==> config.mk <==
export PLATFORM = sky130hd
export DESIGN_NAME = pwel_ram
export DESIGN_NICKNAME = d
export VERILOG_FILES = /design/src/sv/pwel_ram.sv
export SDC_FILE = /design/constraint.sdc
export NUM_CORES = 1
export LEC_CHECK = 0
export ABC_CLOCK_PERIOD_IN_PS = 3150
export BUFFER_PORTS_ARGS = -buffer_cell sky130_fd_sc_hd__clkbuf_2
export CAP_MARGIN = 20
export CORE_UTILIZATION = 45
export DETAILED_ROUTE_END_ITERATION = 8
export GPL_TIMING_DRIVEN = 0
export SYNTH_ARGS = -nofsm -noshare
export SYNTH_HDL_FRONTEND = slang
export SYNTH_SLANG_ARGS = --single-unit
==> constraint.sdc <==
create_clock -name clock -period 3.15 [get_ports clock]
set_input_delay 0.63 -clock clock [delete_from_list [all_inputs] [get_ports clock]]
set_output_delay 0.63 -clock clock [all_outputs]
set_load 0.05 [all_outputs]
==> src/sv/pwel_ram.sv <==
// Generic single-port-write, registered-read RAM.
`timescale 1ns / 1ps
module pwel_ram #(
   parameter int WIDTH = 8,
   parameter int DEPTH = 16
) (
   input  logic                     clock,
   input  logic                     wr_en,
   input  logic [$clog2(DEPTH)-1:0] wr_addr,
   input  logic [WIDTH-1:0]         wr_data,
   input  logic [$clog2(DEPTH)-1:0] rd_addr,
   output logic [WIDTH-1:0]         rd_data
);
   logic [WIDTH-1:0] mem_ff [DEPTH];

   always_ff @(posedge clock) begin
      if (wr_en) begin
         mem_ff[wr_addr] <= wr_data;
      end
      rd_data <= mem_ff[rd_addr];
   end
endmodule
==> results of run 1 <==
-- through the flow --
| stage | hold slack, ns | std cells |
|---|---|---|
| detailed placement | 0.6698 | 397 |
| finish | 0.6621 | 429 |
| CTS | 0.6622 | 429 |
| global placement | 0.6543 | 393 |
| floorplan | 0.6293 | 229 |
| global route | 0.6923 | 429 |
-- synth_stat cells (all sizes together) --
cell	instances	share of area, %
edfxtp	128	75
mux4	32	15
a22oi	16	2.3
nor2	13	0.95
nand2	9	0.66
dfxtp	8	3.1
buf	7	1.1
nor3	4	0.39
clkdlybuf4s25	3	0.58
nand2b	2	0.24
nand3b	2	0.29
and2	1	0.12
and2b	1	0.15
nand3	1	0.097
nor2b	1	0.12
or3b	1	0.17
-- kinds of logic (layout without fill, tap and decap cells) --
family                 after synthesis  in the layout  share of synthesized area [%]
and+or+nand+nor                     35             35                          3.184
DFF                                136            136                          77.78
buffers and inverters               10             70                          1.677
AOI/OAI and AO/OA                   16             16                          2.334
muxes                               32             32                          15.02
-- metal layers --
| metal | part of all wire (%) | wire (um) | track usage [%] |
|---|---|---|---|
| met5 | 0 | 0 | 0 |
| met4 | 2.4 | 241 | 7.722 |
| met3 | 4.7 | 469 | 5.918 |
| met2 | 48 | 4708 | 28.03 |
| met1 | 45 | 4476 | 26.36 |
-- cell usage in the layout (no fill, tap or decap) --
master	count
edfxtp_1	128
clkbuf_2	24
mux4_2	18
clkbuf_16	17
a22oi_1	16
mux4_1	14
nor2_1	13
nand2_1	9
dfxtp_1	8
bufinv_16	6
buf_4	5
nor3_1	4
clkinv_2	4
buf_6	3
buf_2	3
clkdlybuf4s25_2	3
nand3b_1	2
nand2b_1	2
clkinv_4	2
nor2b_1	1
and2_1	1
and2b_1	1
nand3_1	1
or3b_2	1
clkbuf_8	1
clkbuf_1	1
clkinvlp_4	1
-- registers in the layout (all words and copies together) (netlist names) --
register and flops:
mem_ff 128, rd_data 8
-- layout make-up --
class                   instances  area share, %
clock buffers                  19          7.213
clock inverters                13          3.667
multi-input cells              83          17.22
well taps                     140          2.852
flip-flops and latches        136          65.20
repair buffers                 28          2.445
plain buffers                  10          1.406
-- report_power, final --
group	internal, uW	total, uW	switching (uW)
clock network	1500	2210	712
logic	80.9	235	154
registers	2020	2030	9.20
-- worst max-delay path by stage --
stage                    to  depth (start not counted)  slack (ns)
5_1_grt        mem_ff[0][7]                          4        1.16
3_5_place_dp   mem_ff[0][7]                          4        0.75
4_1_cts        mem_ff[0][7]                          4        1.17
3_3_place_gp   mem_ff[0][7]                          3        0.40
2_1_floorplan  mem_ff[0][0]                          2        1.03
6_report       mem_ff[0][7]                          4        1.16
==> reports/metrics.csv, run 1 <==
metric,value,unit
outcome,completed,
antenna_found_initial,0,
viasPerCell,5.692,
first_global_vias,2463,
post-route-drc-count,0,
overflow,0,
cts_resized,0,
cts_tree,yes,
final-hold-violation-count,0,
grt_setup_unrepaired,false,
cts_hold_buf,0,
r2r-end,rd_data[0],
tightestPinTransition,0.8256,ns
end_kind,register,
cp_num_buf_inv,2,
core_area,0.01098,mm^2
cpPeakStageDelay,0.57,ns
clk_pin_slew,0.06,ns
area_growth,19.30,%
setup_viol,0,
cp_slowest_cell,nor3_1,
power,4480,uW
diodes,0,
gp_congestion,0.6908,
drt_wl_total,9895,um
fin_crit_sh,63.14,%
cap_violations,0,
p_leak,0.002091,uW
grt_max_degree,17,
hold_path_class,input pin to register,
synth.distinct_cells,19,
fmax,502.8,MHz
cts_root_buf,clkbuf_16,
rr_startpoint,mem_ff[11][0],
ant_nets,0,
rows,38,
nets,294,
cts_inserted_buffers,17,
syn-num-nets,247,
relSlewSlack,44.76,%
ys_ff_latch,136,
drive_gt1_share,30.45,%
multi_input_area,0.001057,mm^2
syn-instance-count,229,
drv_slew,0,
syn_area,0.005147,mm^2
powerDensity,729.5,mW/mm^2
startpoint,wr_addr[2],
hold_path_depth,1,
numPortBuffers,24,
clkLatencyLatePin,0.42,ns
die_area,0.01187,mm^2
path_class,input pin to register,
worstPathRequired,3.27,ns
wire_per_inst,23.07,um
min_to,mem_ff[15][2],
initial_core_util,46.87,%
seq_area,0.004004,mm^2
syn_area_per_cell,22.48,um^2
start_kind,input pin,
drt-initial-drc-count,230,
yosysSeqAreaShare,77.78,%
htree_levels,4,
hpwl,6277,um
grt_pass1_wl,14930,um
finalCriticalPeriod,1.989,ns
finish.instance_area,0.006141,mm^2
post-place-ws,0.7458,ns
rrSetupSlack,1.71,ns
setup_tns,0,ns
cts_setup_buffers,0,
clockBufferDepth,2,
die_y,109.0,um
critPathArrivalTime,2.11,ns
crit_fanout,5,
peakVddDrop,349.3,uV
crit_chain,"clkbuf_2, or3b_2, nor3_1, buf_4",
io-pin-count,26,
cts.sinks,136,
rr_worst_depth,3,
placed_cell_area,0.005473,mm^2
skew,0.005693,ns
vias,2442,
drt-pass1-iter-count,4,
fin_util,55.91,%
path_delay_family,simple AND/OR/NAND/NOR gates,
die_w,109.0,um
synth_warnings,0,
nFillCells,833,
grt_util_all_layers,19.00,%
worstHoldStart,wr_data[2],
setup_ws,1.161,ns
Note: power is estimated with default switching activity, not from simulation.
==> inputs of run 2 (changes only) <==
ABC_CLOCK_PERIOD_IN_PS = 1810   (was 3150)
clock period = 1.81 ns   (was 3.15 ns; I/O delays follow)
==> run 2 against run 1 <==
- non-clock buffer count down 1
- power up 64%
- via count shrank 2.6%
- core utilization fell by 0.77 points
- critical endpoint is now mem_ff[3][5]
- clock skew up 0.0024 ns
- wire length fell by 1.8%
- global-route usage shrank 0.29 points
- flip-flop and latch count is the same
- sequential share of layout area rose by 0.92 points
==> reports/metrics.csv, run 2 (same netlist as run 1, synthesis figures left out) <==
metric,value,unit
largest-register,mem_ff,
grt_pass1_wl,14740,um
hold_path_class,input pin to register,
cts.sinks,136,
rows,38,
cts_resized,0,
ant_nets,0,
cts_setup_buffers,0,
worstHoldStart,wr_data[6],
critPathArrivalTime,1.63,ns
finish.instance_area,0.006056,mm^2
first_global_vias,2468,
setup_ws,0.2151,ns
seqPwrFrac,48.3,%
cts_hold_buf,0,
rr_startpoint,mem_ff[1][0],
cts_root_buf,clkbuf_16,
relSlewSlack,42.74,%
fin_crit_sh,88.12,%
drive_gt1_share,30.56,%
io-pin-count,26,
drt-initial-drc-count,170,
powerDensity,1210,mW/mm^2
area_growth,17.65,%
rr_worst_depth,3,
grt_util_all_layers,18.71,%
wire_per_inst,22.69,um
gp_congestion,0.6929,
cts_tree,yes,
comb_power_share,5.5,%
post-route-drc-count,0,
drt-pass1-iter-count,6,
setup_viol,0,
start_kind,input pin,
largest_reg_flops,128,
nets,293,
grt_setup_unrepaired,false,
vias,2379,
grt_max_degree,17,
cap_violations,0,
end_kind,register,
peakVddDrop,535.5,uV
hold_path_depth,1,
r2r-end,rd_data[0],
switchingPower,1588,uW
clockBufferDepth,2,
p_leak,0.002040,uW
clk_pin_slew,0.06,ns
final-hold-violation-count,0,
whs,0.3996,ns
hpwl,6125,um
core_area,0.01098,mm^2
die_area,0.01187,mm^2
antenna_found_initial,0,
fmax,627.0,MHz
outcome,completed,
fin_util,55.14,%
setup_tns,0,ns
cpPeakStageDelay,0.63,ns
layout_commonest_cell,edfxtp_1,
diodes,0,
multi_input_area,0.001062,mm^2
skew,0.008087,ns
clkLatencyLatePin,0.41,ns
seq_area,0.004004,mm^2
crit_fanout,8,
finalCriticalPeriod,1.595,ns
worstPathRequired,1.85,ns
viasPerCell,5.558,
placed_cell_area,0.005468,mm^2
min_to,mem_ff[7][6],
drt_wl_total,9713,um
tightestPinTransition,0.8557,ns
post-place-ws,-0.2266,ns
startpoint,wr_addr[2],
numPortBuffers,24,
crit_chain,"clkbuf_2, or3b_2, nor2_1",
rrSetupSlack,0.34,ns
path_class,input pin to register,
power.share.clock,46.2,%
drv_slew,0,
die_w,109.0,um
reg_top3,"mem_ff: 128 flops, rd_data: 8 flops",
cts_inserted_buffers,17,
die_y,109.0,um
overflow,0,
p_int,5738,uW
mostFrequentLayoutCells,"edfxtp_1, clkbuf_2, mux4_2",
initial_core_util,46.87,%
p_sw_share,21.68,%
cp_slowest_cell,nor2_1,
nFillCells,832,
htree_levels,4,
run 2: cell types whose count changed in the layout (fill, tap and decap cells not counted), sizes merged:
cell,before,now
bufinv,6,2
clkinv,6,5
inv,0,3
buf,11,10
clkinvlp,1,3
run 2: final cells by class:
type	count	share of cell area [%]
timing repair buffer	27	2.314
buffer	10	1.426
sequential	136	66.12
clock buffer	19	7.314
clock inverter	13	2.397
tap	140	2.893
multi-input combinational	83	17.54
run 2: layer usage:
layer	GRT usage (%)	part of all wire [%]
met1	26.84	47
met2	27.90	48
met3	4.065	4.2
met4	7.819	1.2
met5	0	0
run 2: metrics by stage:
stage / std cells / power, uW
floorplan: 229 / 3854
global placement: 393 / 3999
detailed placement: 396 / 4012
CTS: 428 / 7362
global route: 428 / 7518
finish: 428 / 7326
run 2: power by group through the flow:
stage                     logic (uW)  clock network, uW  registers, uW
after global routing             433               3540           3540
final                            404               3380           3540
after global placement           400                  0           3600
after detailed placement         408                  0           3600
after CTS                        409               3410           3540
after floorplan                  179                  0           3680
run 2: worst max-delay path by stage:
stage                         to  slack, ns  cells past startpoint
floorplan           mem_ff[3][0]       0.18                      2
global placement    mem_ff[8][1]      -0.40                      3
detailed placement  mem_ff[3][7]      -0.23                      3
CTS                 mem_ff[3][5]       0.20                      3
global route        mem_ff[3][5]       0.17                      3
finish              mem_ff[3][5]       0.22                      3
run 2: critical path: cells and delay by family:
family,cells,cell delay (ns)
buf+inv,1,0.10
simple gates,2,1.17
